<file path="config.mk">
export PLATFORM = sky130hd
export DESIGN_NAME = hdlc_bitsync_nrzi_transmitter_unit_flat
export DESIGN_NICKNAME = d
export VERILOG_FILES = /design/src/hw/rtl/hbnt_pkg.sv /design/src/hw/rtl/hbnt_if.sv /design/src/hw/rtl/hdlc_bitsync_nrzi_transmitter_unit.sv /design/src/hw/rtl/hbnt_front.sv /design/src/hw/rtl/hbnt_back.sv /design/src/flat_wrapper.sv
export SDC_FILE = /design/constraint.sdc
export NUM_CORES = 1
export LEC_CHECK = 0
export BUFFER_PORTS_ARGS = -buffer_cell sky130_fd_sc_hd__buf_2
export CORE_MARGIN = 2
export CORE_UTILIZATION = 45
export DETAILED_ROUTE_END_ITERATION = 12
export GPL_TIMING_DRIVEN = 0
export HOLD_SLACK_MARGIN = 0.02
export PLACE_DENSITY = 0.61
export SLEW_MARGIN = 40
export SYNTH_ARGS = -nofsm -noshare
export SYNTH_HDL_FRONTEND = slang
export SYNTH_SLANG_ARGS = --single-unit
</file>
<file path="constraint.sdc">
create_clock -name i_clk -period 2.65 [get_ports i_clk]
set_input_delay 0.53 -clock i_clk [delete_from_list [all_inputs] [get_ports i_clk]]
set_output_delay 0.53 -clock i_clk [all_outputs]
set_load 0.02 [all_outputs]
</file>
<file path="src/hw/rtl/hbnt_pkg.sv">
package hbnt_pkg;

    localparam int BITS_PER_BYTE = 8;
    localparam int CNT_W         = $clog2(BITS_PER_BYTE);
    localparam int RUN_W         = 3;

    localparam logic [BITS_PER_BYTE-1:0] FLAG_PATTERN = 8'h7E;
    localparam logic [RUN_W-1:0]         STUFF_RUN    = 3'd5;
    localparam logic [CNT_W-1:0]         CNT_LAST     = 3'd7;

    // serializer phases
    typedef enum logic [1:0] {
        S_IDLE,
        S_OPEN,
        S_DATA,
        S_CLOSE
    } t_state;

    // one classified request as it sits in the queue
    typedef struct packed {
        logic                     open_flag;
        logic                     has_byte;
        logic                     close_flag;
        logic [BITS_PER_BYTE-1:0] data;
    } t_entry;

    // one line bit
    typedef struct packed {
        logic line_level;
        logic stuffed_zero;
        logic flag_part;
        logic last_bit;
    } t_line_bit;

endpackage

</file>
<file path="src/hw/rtl/hbnt_if.sv">
interface hbnt_req_if;
    logic       valid;
    logic       ready;
    logic       cmd;
    logic [7:0] data_byte;
    logic       first_of_frame;
    logic       last_of_frame;

    modport source (
        output valid, cmd, data_byte, first_of_frame, last_of_frame,
        input  ready
    );
    modport sink (
        input  valid, cmd, data_byte, first_of_frame, last_of_frame,
        output ready
    );
endinterface

interface hbnt_bit_if;
    logic valid;
    logic ready;
    logic line_level;
    logic stuffed_zero;
    logic flag_part;
    logic last_bit;

    modport source (
        output valid, line_level, stuffed_zero, flag_part, last_bit,
        input  ready
    );
    modport sink (
        input  valid, line_level, stuffed_zero, flag_part, last_bit,
        output ready
    );
endinterface

</file>
<file path="src/hw/rtl/hdlc_bitsync_nrzi_transmitter_unit.sv">
// An accepted request goes through the queue and the phase register into the output register.
// One line bit per cycle while the output is not stalled by i_ready; a flag request sends one flag,
//   a byte its data bits plus any stuffed zeros, plus a flag for each opening or closing marker.
// The serializer's single bit path sets the rate; the request queue lets the next
//   request wait while the current one is still shifting out.
// Reset (synchronous, active low): line low, ones run zero, queue and output empty.
module hdlc_bitsync_nrzi_transmitter_unit
    import hbnt_pkg::*;
#(
    parameter int QUEUE_DEPTH = 2
) (
    input  logic       i_clk,
    input  logic       i_rst_n,
    hbnt_req_if.sink   i_req,
    hbnt_bit_if.source o_bit
);

    // front to back queue handshake
    logic      w_q_valid;
    logic      w_q_ready;
    t_entry    w_q_entry;
    t_line_bit w_bit;
    logic      w_bit_valid;

    // Front: takes a request, turns it into open/byte/close markers and
    // queues it so the serializer never has to hold off the source directly.
    hbnt_front #(
        .QUEUE_DEPTH (QUEUE_DEPTH)
    ) u_front (
        .i_clk            (i_clk),
        .i_rst_n          (i_rst_n),
        .i_valid          (i_req.valid),
        .o_ready          (i_req.ready),
        .i_cmd            (i_req.cmd),
        .i_data_byte      (i_req.data_byte),
        .i_first_of_frame (i_req.first_of_frame),
        .i_last_of_frame  (i_req.last_of_frame),
        .o_q_valid        (w_q_valid),
        .i_q_ready        (w_q_ready),
        .o_q_entry        (w_q_entry)
    );

    // Back: walks each queued request through opening flag, LSB-first data
    // with zero insertion after five ones, and closing flag. Every bit is
    // NRZI coded (zero toggles the line) and lands in an output register.
    // The next request is pulled on the last bit of the current one, so
    // consecutive requests stream without a gap.
    hbnt_back u_back (
        .i_clk     (i_clk),
        .i_rst_n   (i_rst_n),
        .i_q_valid (w_q_valid),
        .o_q_ready (w_q_ready),
        .i_q_entry (w_q_entry),
        .o_valid   (w_bit_valid),
        .i_ready   (o_bit.ready),
        .o_bit     (w_bit)
    );

    assign o_bit.valid        = w_bit_valid;
    assign o_bit.line_level   = w_bit.line_level;
    assign o_bit.stuffed_zero = w_bit.stuffed_zero;
    assign o_bit.flag_part    = w_bit.flag_part;
    assign o_bit.last_bit     = w_bit.last_bit;

endmodule

</file>
<file path="src/hw/rtl/hbnt_front.sv">
module hbnt_front
    import hbnt_pkg::*;
#(
    parameter int QUEUE_DEPTH = 2
) (
    input  logic       i_clk,
    input  logic       i_rst_n,
    input  logic       i_valid,
    output logic       o_ready,
    input  logic       i_cmd,
    input  logic [7:0] i_data_byte,
    input  logic       i_first_of_frame,
    input  logic       i_last_of_frame,
    output logic       o_q_valid,
    input  logic       i_q_ready,
    output t_entry     o_q_entry
);

    localparam int PTR_W = $clog2(QUEUE_DEPTH);
    localparam int CNT_W_Q = $clog2(QUEUE_DEPTH + 1);
    localparam logic [PTR_W-1:0]   PTR_MAX = PTR_W'(QUEUE_DEPTH - 1);
    localparam logic [CNT_W_Q-1:0] Q_FULL  = CNT_W_Q'(QUEUE_DEPTH);

    t_entry               r_mem [QUEUE_DEPTH];
    logic [PTR_W-1:0]     r_wr, n_wr;
    logic [PTR_W-1:0]     r_rd, n_rd;
    logic [CNT_W_Q-1:0]   r_count, n_count;
    t_entry               w_entry;
    logic                 w_push;
    logic                 w_pop;

    // a flag request is an open flag with no byte and no close
    always_comb begin
        if (i_cmd) begin
            w_entry.open_flag  = 1'b1;
            w_entry.has_byte   = 1'b0;
            w_entry.close_flag = 1'b0;
            w_entry.data       = '0;
        end else begin
            w_entry.open_flag  = i_first_of_frame;
            w_entry.has_byte   = 1'b1;
            w_entry.close_flag = i_last_of_frame;
            w_entry.data       = i_data_byte;
        end
    end

    assign o_ready   = (r_count != Q_FULL);
    assign w_push    = i_valid && o_ready;
    assign o_q_valid = (r_count != '0);
    assign w_pop     = o_q_valid && i_q_ready;
    assign o_q_entry = r_mem[r_rd];

    always_comb begin
        n_wr    = w_push ? ((r_wr == PTR_MAX) ? '0 : r_wr + 1'b1) : r_wr;
        n_rd    = w_pop  ? ((r_rd == PTR_MAX) ? '0 : r_rd + 1'b1) : r_rd;
        n_count = r_count + CNT_W_Q'(w_push) - CNT_W_Q'(w_pop);
    end

    always_ff @(posedge i_clk) begin
        if (!i_rst_n) begin
            r_wr    <= '0;
            r_rd    <= '0;
            r_count <= '0;
        end else begin
            r_wr    <= n_wr;
            r_rd    <= n_rd;
            r_count <= n_count;
        end
    end

    always_ff @(posedge i_clk) begin
        if (w_push) begin
            r_mem[r_wr] <= w_entry;
        end
    end

    a_count_bound: assert property (@(posedge i_clk) disable iff (!i_rst_n)
        r_count <= Q_FULL)
        else $error("queue count over depth");

    a_count_track: assert property (@(posedge i_clk) disable iff (!i_rst_n)
        (w_push && !w_pop) |=> (r_count == $past(r_count) + 1'b1))
        else $error("queue count missed a push");

endmodule

</file>
<file path="src/hw/rtl/hbnt_back.sv">
module hbnt_back
    import hbnt_pkg::*;
(
    input  logic      i_clk,
    input  logic      i_rst_n,
    input  logic      i_q_valid,
    output logic      o_q_ready,
    input  t_entry    i_q_entry,
    output logic      o_valid,
    input  logic      i_ready,
    output t_line_bit o_bit
);

    t_state                   r_state, n_state;
    logic [CNT_W-1:0]         r_cnt, n_cnt;
    logic [RUN_W-1:0]         r_run, n_run;
    logic                     r_pend, n_pend;
    logic                     r_tail, n_tail;
    logic                     r_has_byte, n_has_byte;
    logic                     r_close, n_close;
    logic [BITS_PER_BYTE-1:0] r_data, n_data;
    logic                     r_line, n_line;
    logic                     r_out_valid, n_out_valid;
    t_line_bit                r_out, n_out;

    logic             w_step;
    logic             w_bit;
    logic             w_stuffed;
    logic             w_flag;
    logic             w_end_phase;
    logic             w_last;
    logic             w_stuff_req;
    logic [RUN_W-1:0] w_run_inc;
    logic             w_fetch;

    assign w_step    = (r_state != S_IDLE) && (!r_out_valid || i_ready);
    assign w_fetch   = (r_state == S_IDLE) || (w_step && w_last);
    assign o_q_ready = w_fetch;
    assign w_run_inc = r_run + 1'b1;

    // decode of the bit leaving this cycle
    always_comb begin
        w_bit       = 1'b0;
        w_stuffed   = 1'b0;
        w_flag      = 1'b0;
        w_end_phase = 1'b0;
        w_last      = 1'b0;
        w_stuff_req = 1'b0;
        case (r_state)
            S_OPEN: begin
                w_bit       = FLAG_PATTERN[r_cnt];
                w_flag      = 1'b1;
                w_end_phase = (r_cnt == CNT_LAST);
                w_last      = w_end_phase && !r_has_byte;
            end
            S_DATA: begin
                if (r_pend) begin
                    w_stuffed   = 1'b1;
                    w_end_phase = r_tail;
                end else begin
                    w_bit       = r_data[r_cnt];
                    w_stuff_req = w_bit && (w_run_inc == STUFF_RUN);
                    w_end_phase = (r_cnt == CNT_LAST) && !w_stuff_req;
                end
                w_last = w_end_phase && !r_close;
            end
            S_CLOSE: begin
                w_bit       = FLAG_PATTERN[r_cnt];
                w_flag      = 1'b1;
                w_end_phase = (r_cnt == CNT_LAST);
                w_last      = w_end_phase;
            end
            default: ;
        endcase
    end

    // phase sequencing
    always_comb begin
        n_state = r_state;
        if (w_fetch) begin
            if (r_state != S_IDLE || i_q_valid) begin
                if (!i_q_valid) begin
                    n_state = S_IDLE;
                end else if (i_q_entry.open_flag) begin
                    n_state = S_OPEN;
                end else begin
                    n_state = S_DATA;
                end
            end
        end else if (w_step && w_end_phase) begin
            case (r_state)
                S_OPEN:  n_state = S_DATA;
                S_DATA:  n_state = S_CLOSE;
                default: n_state = S_IDLE;
            endcase
        end
    end

    // bit counter, ones run, line level and output register
    always_comb begin
        n_cnt       = r_cnt;
        n_run       = r_run;
        n_pend      = r_pend;
        n_tail      = r_tail;
        n_has_byte  = r_has_byte;
        n_close     = r_close;
        n_data      = r_data;
        n_line      = r_line;
        n_out       = r_out;
        n_out_valid = r_out_valid;

        if (w_step) begin
            n_line            = w_bit ? r_line : !r_line;
            n_out.line_level  = n_line;
            n_out.stuffed_zero = w_stuffed;
            n_out.flag_part   = w_flag;
            n_out.last_bit    = w_last;
            n_out_valid       = 1'b1;

            if (w_end_phase) begin
                n_cnt = '0;
            end else if (!(r_state == S_DATA && (r_pend || (w_stuff_req && r_cnt == CNT_LAST)))) begin
                n_cnt = r_cnt + 1'b1;
            end

            if (r_state == S_DATA && !r_pend) begin
                n_run  = (w_bit && !w_stuff_req) ? w_run_inc : '0;
                n_pend = w_stuff_req;
                n_tail = (r_cnt == CNT_LAST);
            end else begin
                n_run  = '0;
                n_pend = 1'b0;
            end
        end else if (i_ready) begin
            n_out_valid = 1'b0;
        end

        if (w_fetch && i_q_valid) begin
            n_cnt      = '0;
            n_pend     = 1'b0;
            n_tail     = 1'b0;
            n_has_byte = i_q_entry.has_byte;
            n_close    = i_q_entry.close_flag;
            n_data     = i_q_entry.data;
        end
    end

    always_ff @(posedge i_clk) begin
        if (!i_rst_n) begin
            r_state     <= S_IDLE;
            r_cnt       <= '0;
            r_run       <= '0;
            r_pend      <= 1'b0;
            r_tail      <= 1'b0;
            r_line      <= 1'b0;
            r_out_valid <= 1'b0;
        end else begin
            r_state     <= n_state;
            r_cnt       <= n_cnt;
            r_run       <= n_run;
            r_pend      <= n_pend;
            r_tail      <= n_tail;
            r_line      <= n_line;
            r_out_valid <= n_out_valid;
        end
    end

    always_ff @(posedge i_clk) begin
        r_has_byte <= n_has_byte;
        r_close    <= n_close;
        r_data     <= n_data;
        r_out      <= n_out;
    end

    assign o_valid = r_out_valid;
    assign o_bit   = r_out;

    a_run_bound: assert property (@(posedge i_clk) disable iff (!i_rst_n)
        r_run < STUFF_RUN)
        else $error("ones run reached stuffing length unstuffed");

    a_stuff_not_flag: assert property (@(posedge i_clk) disable iff (!i_rst_n)
        r_out_valid |-> !(r_out.stuffed_zero && r_out.flag_part))
        else $error("stuffed zero inside a flag");

    a_pend_only_data: assert property (@(posedge i_clk) disable iff (!i_rst_n)
        r_pend |-> (r_state == S_DATA))
        else $error("stuff pending outside data phase");

    a_line_follows_bit: assert property (@(posedge i_clk) disable iff (!i_rst_n)
        (w_step && w_stuffed) |=> (r_line != $past(r_line)))
        else $error("stuffed zero did not toggle the line");

endmodule
</file>
<file path="src/flat_wrapper.sv">
// flat-port wrapper written by rule: the top's interface ports become plain ports
module hdlc_bitsync_nrzi_transmitter_unit_flat import hbnt_pkg::*;
#(
    parameter int QUEUE_DEPTH = 2
)
  (i_clk, i_rst_n, i_req_valid, i_req_cmd, i_req_data_byte, i_req_first_of_frame, i_req_last_of_frame, i_req_ready, o_bit_valid, o_bit_line_level, o_bit_stuffed_zero, o_bit_flag_part, o_bit_last_bit, o_bit_ready);
  hbnt_req_if i_req_i ();
  hbnt_bit_if o_bit_i ();
  input  logic i_clk;
  input  logic i_rst_n;
  input wire logic [$bits(i_req_i.valid)-1:0] i_req_valid;
  input wire logic [$bits(i_req_i.cmd)-1:0] i_req_cmd;
  input wire logic [$bits(i_req_i.data_byte)-1:0] i_req_data_byte;
  input wire logic [$bits(i_req_i.first_of_frame)-1:0] i_req_first_of_frame;
  input wire logic [$bits(i_req_i.last_of_frame)-1:0] i_req_last_of_frame;
  output wire logic [$bits(i_req_i.ready)-1:0] i_req_ready;
  output wire logic [$bits(o_bit_i.valid)-1:0] o_bit_valid;
  output wire logic [$bits(o_bit_i.line_level)-1:0] o_bit_line_level;
  output wire logic [$bits(o_bit_i.stuffed_zero)-1:0] o_bit_stuffed_zero;
  output wire logic [$bits(o_bit_i.flag_part)-1:0] o_bit_flag_part;
  output wire logic [$bits(o_bit_i.last_bit)-1:0] o_bit_last_bit;
  input wire logic [$bits(o_bit_i.ready)-1:0] o_bit_ready;
  assign i_req_i.valid = i_req_valid;
  assign i_req_i.cmd = i_req_cmd;
  assign i_req_i.data_byte = i_req_data_byte;
  assign i_req_i.first_of_frame = i_req_first_of_frame;
  assign i_req_i.last_of_frame = i_req_last_of_frame;
  assign i_req_ready = i_req_i.ready;
  assign o_bit_valid = o_bit_i.valid;
  assign o_bit_line_level = o_bit_i.line_level;
  assign o_bit_stuffed_zero = o_bit_i.stuffed_zero;
  assign o_bit_flag_part = o_bit_i.flag_part;
  assign o_bit_last_bit = o_bit_i.last_bit;
  assign o_bit_i.ready = o_bit_ready;
  hdlc_bitsync_nrzi_transmitter_unit #(.QUEUE_DEPTH(QUEUE_DEPTH)) u_core (.i_clk(i_clk), .i_rst_n(i_rst_n), .i_req(i_req_i), .o_bit(o_bit_i));
endmodule
</file>
# After elaboration in Yosys (flattened, before gate mapping)

Memories as Yosys holds them, arrays and structs flattened. A register that Yosys moved wholly into a read port is not among the register bits.
Index checks and enable logic that the tools add are counted.

Add/sub/neg operators: 6
$lt $le $gt $ge: 1
Eq/ne operators: 8
Multiplexer cells: 36
Bitwise gates (word level): 1
Reduce and logical (&&, ||, !) cells: 34

Operator list:

| cell                | number |
|---|---|
| $mux 1              | 19 |
| $mux 3              | 6 |
| $logic_and 1x1->1   | 13 |
| $mux 11             | 1 |
| $mux 2              | 5 |
| $reduce_bool 2->1   | 4 |
| $logic_not 1->1     | 7 |
| $add 3x1->3 const B | 2 |
| $eq 3x3->1 const B  | 2 |
| $ne 2x2->1 const B  | 3 |
| $reduce_and 2->1    | 3 |
| $eq 2x2->1 const B  | 2 |
| $logic_or 1x1->1    | 4 |
| $lt 3x4->1 const B  | 1 |
| $pmux 1 s2          | 2 |
| $pmux 2 s2          | 1 |
| $reduce_or 2->1     | 2 |
| $bmux 1 s3          | 1 |
| $pmux 1 s3          | 1 |
| $add 1x1->1 const B | 2 |
| $add 2x1->2         | 1 |
| $eq 2x1->1 const B  | 1 |
| $logic_not 2->1     | 1 |
| $sub 2x1->2         | 1 |
| $not 1->1           | 1 |

Register bits: 30
Bits in writable memories: 22
ROM bits: 8
Input port bits: 15
Output and inout port bits: 6
Word-level logic and storage cells: 105
Memories kept: 2

Memories:

| name                 | depth | width | read ports | clocked after Yosys merged registers in | wr ports | line             | source |
|---|---|---|---|---|---|---|---|
| u_core.u_front.r_mem | 2     | 11    | 1          | 1                                       | 1        | hbnt_front.sv:24 | `t_entry r_mem [QUEUE_DEPTH];` |
| (no name shown)      | 8     | 1     | 1          | 1                                       | 0        | hbnt_back.sv:68  | `w_bit = FLAG_PATTERN[r_cnt];` |

# Longest topological paths before layout

Depth in word-level cells: 14
Gate-level depth with buffers: 14
Gate-level depth less buffers: 14

# Modules after synthesis

Synthesis repeated with hierarchy kept, for this count alone.

Cell total of the unflattened synthesis: 229
Area total of the unflattened synthesis: 2688.8 sq um

By module, submodules not included:

| module     | times used | cells each | area each (sq um) | seq. area each (sq um) |
|---|---|---|---|---|
| hbnt_back  | 1          | 154        | 1566.5            | 680.7 |
| hbnt_front | 1          | 75         | 1122.3            | 760.7 |

# Least setup slack after synthesis

OpenSTA, ideal clock, no wires.

Kind: register to register
Start: reg u_core.u_back.r_cnt[1]
End: reg u_core.u_front.r_count[1]
Setup time: 0.118 ns
Data arrival time: 2.436 ns
Data required time: 2.532 ns
Setup slack: 0.096 ns
Cell stages (with the launch flop): 15
Buffers on the path: 0
Period minus slack after synthesis: 2.554 ns
Cell sequence: dfxtp_1 > ha_1 > ha_1 > mux2_1 > nand2_1 > o21ai_1 > o211ai_1 > a21o_1 > inv_2 > ha_1 > inv_1 > ha_1 > xor2_1 > xnor2_1 > nor2_1

Longest elaborated chain between the ends: 13
Elaborated cells on any way between the ends: 15
Those cells by class: 1 x add/sub; 1 x eq/ne; 5 x mux; 8 x reduce/logical

Ends and longest elaborated chain:

| what                           | line             | source |
|---|---|---|
| start: declaration             | hbnt_back.sv:15  | `logic [CNT_W-1:0] r_cnt, n_cnt;` |
| start signal: assignment       | hbnt_back.sv:159 | `r_cnt <= n_cnt;` |
| $bmux 1 s3                     | hbnt_back.sv:61  | `w_bit = r_data[r_cnt];` |
| $mux 1 (implied by the code)   | hbnt_back.sv:61  |  |
| $logic_and 1x1->1              | hbnt_back.sv:62  | `w_stuff_req = w_bit && (w_run_inc == STUFF_RUN);` |
| $logic_not 1->1                | hbnt_back.sv:63  | `w_end_phase = (r_cnt == CNT_LAST) && !w_stuff_req;` |
| $logic_and 1x1->1              | hbnt_back.sv:63  |  |
| $mux 1                         | hbnt_back.sv:57  | `if (r_pend) begin` |
| $mux 1                         | hbnt_back.sv:49  | `case (r_state)` |
| $logic_and 1x1->1              | hbnt_back.sv:65  | `w_last = w_end_phase && !r_close;` |
| $pmux 1 s3 (*)                 | hbnt_back.sv:49  |  |
| $logic_and 1x1->1 (*)          | hbnt_back.sv:37  | `assign w_fetch = (r_state == S_IDLE) \|\| (w_step && w_last);` |
| $logic_or 1x1->1 (*)           | hbnt_back.sv:37  |  |
| $logic_and 1x1->1 (*)          | hbnt_front.sv:50 | `assign w_pop = o_q_valid && i_q_ready;` |
| named net u_core.u_front.w_pop | hbnt_front.sv:30 | `logic w_pop;` |
| $sub 2x1->2 (*)                | hbnt_front.sv:56 | `n_count = r_count + CNT_W_Q'(w_push) - CNT_W_Q'(w_pop);` |
| end signal: assignment         | hbnt_front.sv:67 | `r_count <= n_count;` |
| end: declaration               | hbnt_front.sv:27 | `logic [CNT_W_Q-1:0] r_count, n_count;` |

Mark *: on every way through the listed nets, which the timed path passes. The rest lies on a longest branch. The select of a mux whose other input is x is not followed.
A chain may end at the register's enable or synchronous reset.

# Final worst setup path

Ends and elaborated chain as after synthesis.

==> run summary <==
Outcome -> finished, final reports clean
Clock skew -> 0.0103 ns
Yosys top cell area share -> 44.2%
Post-synth EDFFs -> 36
Min-delay src -> i_rst_n
Psw -> 973 µW
Mapped Cells -> 200
Critical path fanouts, max -> 5
Total GRT Usage -> 14.1%
Clock power share -> 16.5%
Die X-Extent -> 77.7 µm
Count leader, synth -> edfxtp_1
Hold Slack -> 0.473 ns
CTS max path bufs -> 2
Buf+Inv Stages, Crit Path -> 2
DRC Markers -> 0
Sw Share -> 33.7%
Layout Utilization -> 57.3%
CP required -> 2.85 ns
Initial antenna violation count -> 0
Routed WL -> 4110 µm
Diodes inserted -> 0
Vias in the first global route -> 1474
Grt ovf -> 0
Peak VDD IR -> 0.000555 V
Routability Congestion -> 0.874
Synth Flop Type -> edfxtp_1
Critical path startpoint category -> flop
Register area -> 1450 µm²
Clock transition at path regs -> 0.10 ns
Cts bufs inserted -> 5
RR Startpoint -> u_core.u_back.r_cnt[1]
Ranking of synthesized cells by area -> edfxtp_1 (44%), dfxtp_1 (15%), ha_1 (5.6%)
Post-Layout Cell Count -> 314
CTS root buffer -> clkbuf_8
Vias per cell -> 5.07
CTS H-tree depth -> 2
Largest net degree at the start of global routing -> 20
Clk sinks -> 54
FF-to-FF End -> u_core.u_front.r_count[1]
Die Area -> 6040 µm²
Share of power burned in registers -> 43.8%
Post-DP HPWL -> 2750 µm
Top delay family on crit path -> adder cells
Cells along the critical path -> ha_4, ha_4, mux2_4, nand2_1, o21ai_1, o211ai_1, a21o_1, clkinv_4, ha_4, inv_1, ha_2, xor2_1, xnor2_1, nor2_1
Global-route wire length before repair -> 6560 µm
Top cells by count, synth -> edfxtp_1 (36), dfxtp_1 (18), nand2_1 (15), nor2b_1 (15), nor2_1 (14)
Arr. time, crit path -> 2.75 ns
Internal power -> 1.92 mW
Drt wl/cell -> 13.1 µm
FF+latch count, synth -> 54
Share of layout cells above drive strength 1 -> 32.8%
CTS tree -> done
Unique masters post-synth -> 42
Max Cap Viol -> 0
Hold WC Path Type -> primary input to flop
F_max -> 393 MHz
Port buffer count -> 20
Async SR Flop Fraction -> 0%
Fill cells -> 452
Final period util -> 96.1%
Sequential share of the synthesized area -> 58.9%
Slew @ Worst Pin -> 0.591 ns
Multi-input logic area -> 1040 µm²
Synth Warn # -> 0
Mapped cell area -> 2450 µm²
Synth Net Count -> 226
Area Overhead vs Synth -> 21.2%
Max-slew violations -> 0
Worst Setup End Kind -> flop
Area leader, netlist -> edfxtp_1
DRT iter0 DRCs -> 93
# hold bufs at CTS -> 0
Most used cell, CP -> ha_4
Initial core utilization -> 47.3%
Final setup vio count -> 0
Max_slew headroom -> 60.6%
Router iterations before antenna repair -> 4
Post-route cell area -> 2970 µm²
Cell Area, Placed -> 2640 µm²
Worst R2R Path Depth -> 14
Syn_area_per_cell -> 12.2 µm²
Post-layout minimum cycle time -> 2.55 ns
Worst reg2reg setup slack -> 0.10 ns
Setup WS pre-CTS -> -0.224 ns
Clock Latency Late Sink -> 0.31 ns
Placed Cells incl. Taps -> 290
Vias -> 1592
Detail Route Antenna Nets -> 0
Pwr dens -> 975 nW/µm²
Setup CP Type -> flop to flop
Highest-delay cell along the critical path -> dfxtp_4
Comb pwr share -> 39.7%
Area of the core -> 5170 µm²
Post-layout net count -> 269
Hold EP -> u_core.u_back.r_state[1]
Io pins -> 21
Die height -> 77.7 µm
Row count -> 26
Static Leak -> 1.13 nW
Hold Vio Cnt, Final -> 0
Min-Delay Path Depth -> 2
Final Worst Setup Slack -> 0.104 ns
Max incr delay on CP -> 0.38 ns
[through the flow]
stage	power, mW	TNS [ns]
6_report	2.89	0
5_1_grt	3.09	-0.0322
4_1_cts	2.66	0
3_5_place_dp	2.16	-0.282
3_3_place_gp	2.14	-0.259
2_1_floorplan	1.94	0
[cell type report]
class	instances	area share, %
buffer	3	0.633
inverter	11	1.65
timing repair buffer	36	7.55
clock buffer	5	2.32
clock inverter	3	0.886
multi-input combinational	132	35.0
sequential	54	49.0
tap	70	2.95
[cell families (layout without fill, tap and decap cells)]
group	after synthesis	after routing	share of synthesized area, %
AND/OR/NAND/NOR	67	67	14.0
buffers and inverters	14	58	2.45
XOR/XNOR	7	7	2.51
AO/OA/AOI/OAI	31	31	9.25
multiplexers	16	16	7.31
adder cells (fa/ha/maj)	11	11	5.62
flip-flops	54	54	58.9
[worst register-to-register path: cells and delay by family, from the launching register on]
family                     cells  cell delay (ns)
AOI/OAI and AO/OA              3             0.44
muxes                          1             0.28
DFF                            1             0.38
adders and majority gates      4             0.75
xor gates and xnor gates       2             0.35
buffers and inverters          2             0.11
and+or+nand+nor                2             0.13
[per-layer routing]
metal / vias up / track usage [%] / routed length, µm
met5: - / 0 / 0
met4: 0 / 6.61 / 98
met3: 9 / 3.84 / 176
met2: 36 / 24.5 / 2040
met1: 742 / 15.9 / 1790
li1: 805 / - / -
[timing repair]
action / CTS / global route
endpoints found under the setup margin: 2 / 2
pin swaps: 2 / 10
setup buffers: 1 / 15
resized for setup: 4 / 25
[power groups by stage]
stage | clock network [mW] | registers (mW) | logic [mW]
2_1_floorplan | 0 | 1.29 | 0.649
3_3_place_gp | 0 | 1.26 | 0.875
3_5_place_dp | 0 | 1.27 | 0.887
4_1_cts | 0.496 | 1.25 | 0.912
5_1_grt | 0.529 | 1.29 | 1.28
6_report | 0.478 | 1.27 | 1.15
[flip-flops by register name, indices dropped and copies added (netlist names), 2 cells and up, named ones only]
signal                  count
u_core.u_front.r_mem       22
u_core.u_back.r_data        8
u_core.u_back.o_bit         4
u_core.u_back.r_cnt         3
u_core.u_back.r_run         3
u_core.u_back.r_state       2
u_core.u_front.r_count      2
[cell usage in the layout (no fill, tap or decap), drive strengths merged]
cell type / netlist / final
xor2: 4 / 4
and2: 5 / 5
xnor2: 3 / 3
mux2: 12 / 12
nor3: 2 / 2
a211oi: 3 / 3
o211ai: 1 / 1
nor4: 1 / 1
nand3: 4 / 4
o311a: 1 / 1
edfxtp: 36 / 36
a311oi: 2 / 2
a32oi: 2 / 2
nor2b: 15 / 15
a2bb2oi: 1 / 1
clkbuf: 2 / 7
clkinv: 1 / 2
and3: 4 / 4
nand4: 1 / 1
a41o: 1 / 1
or3: 1 / 1
buf: 1 / 37
o21ai: 7 / 7
ha: 11 / 11
mux2i: 4 / 4
nand2: 15 / 15
dfxtp: 18 / 18
inv: 10 / 12
or2: 2 / 2
a21o: 3 / 3
a21oi: 7 / 7
a21boi: 1 / 1
and4: 1 / 1
nand2b: 2 / 2
nor2: 14 / 14
a22oi: 2 / 2
[worst max-delay path by stage]
stage / cells past startpoint / to / start
6_report: 14 / u_core.u_front.r_count[1] / u_core.u_back.r_cnt[1]
5_1_grt: 14 / u_core.u_front.r_count[1] / u_core.u_back.r_state[1]
4_1_cts: 14 / u_core.u_front.r_count[1] / u_core.u_back.r_state[1]
3_5_place_dp: 14 / u_core.u_front.r_count[1] / u_core.u_back.r_cnt[1]
3_3_place_gp: 14 / u_core.u_front.r_count[1] / u_core.u_back.r_cnt[1]
2_1_floorplan: 14 / u_core.u_front.r_count[1] / u_core.u_back.r_cnt[1]
Power figures use the tool's default switching activity.
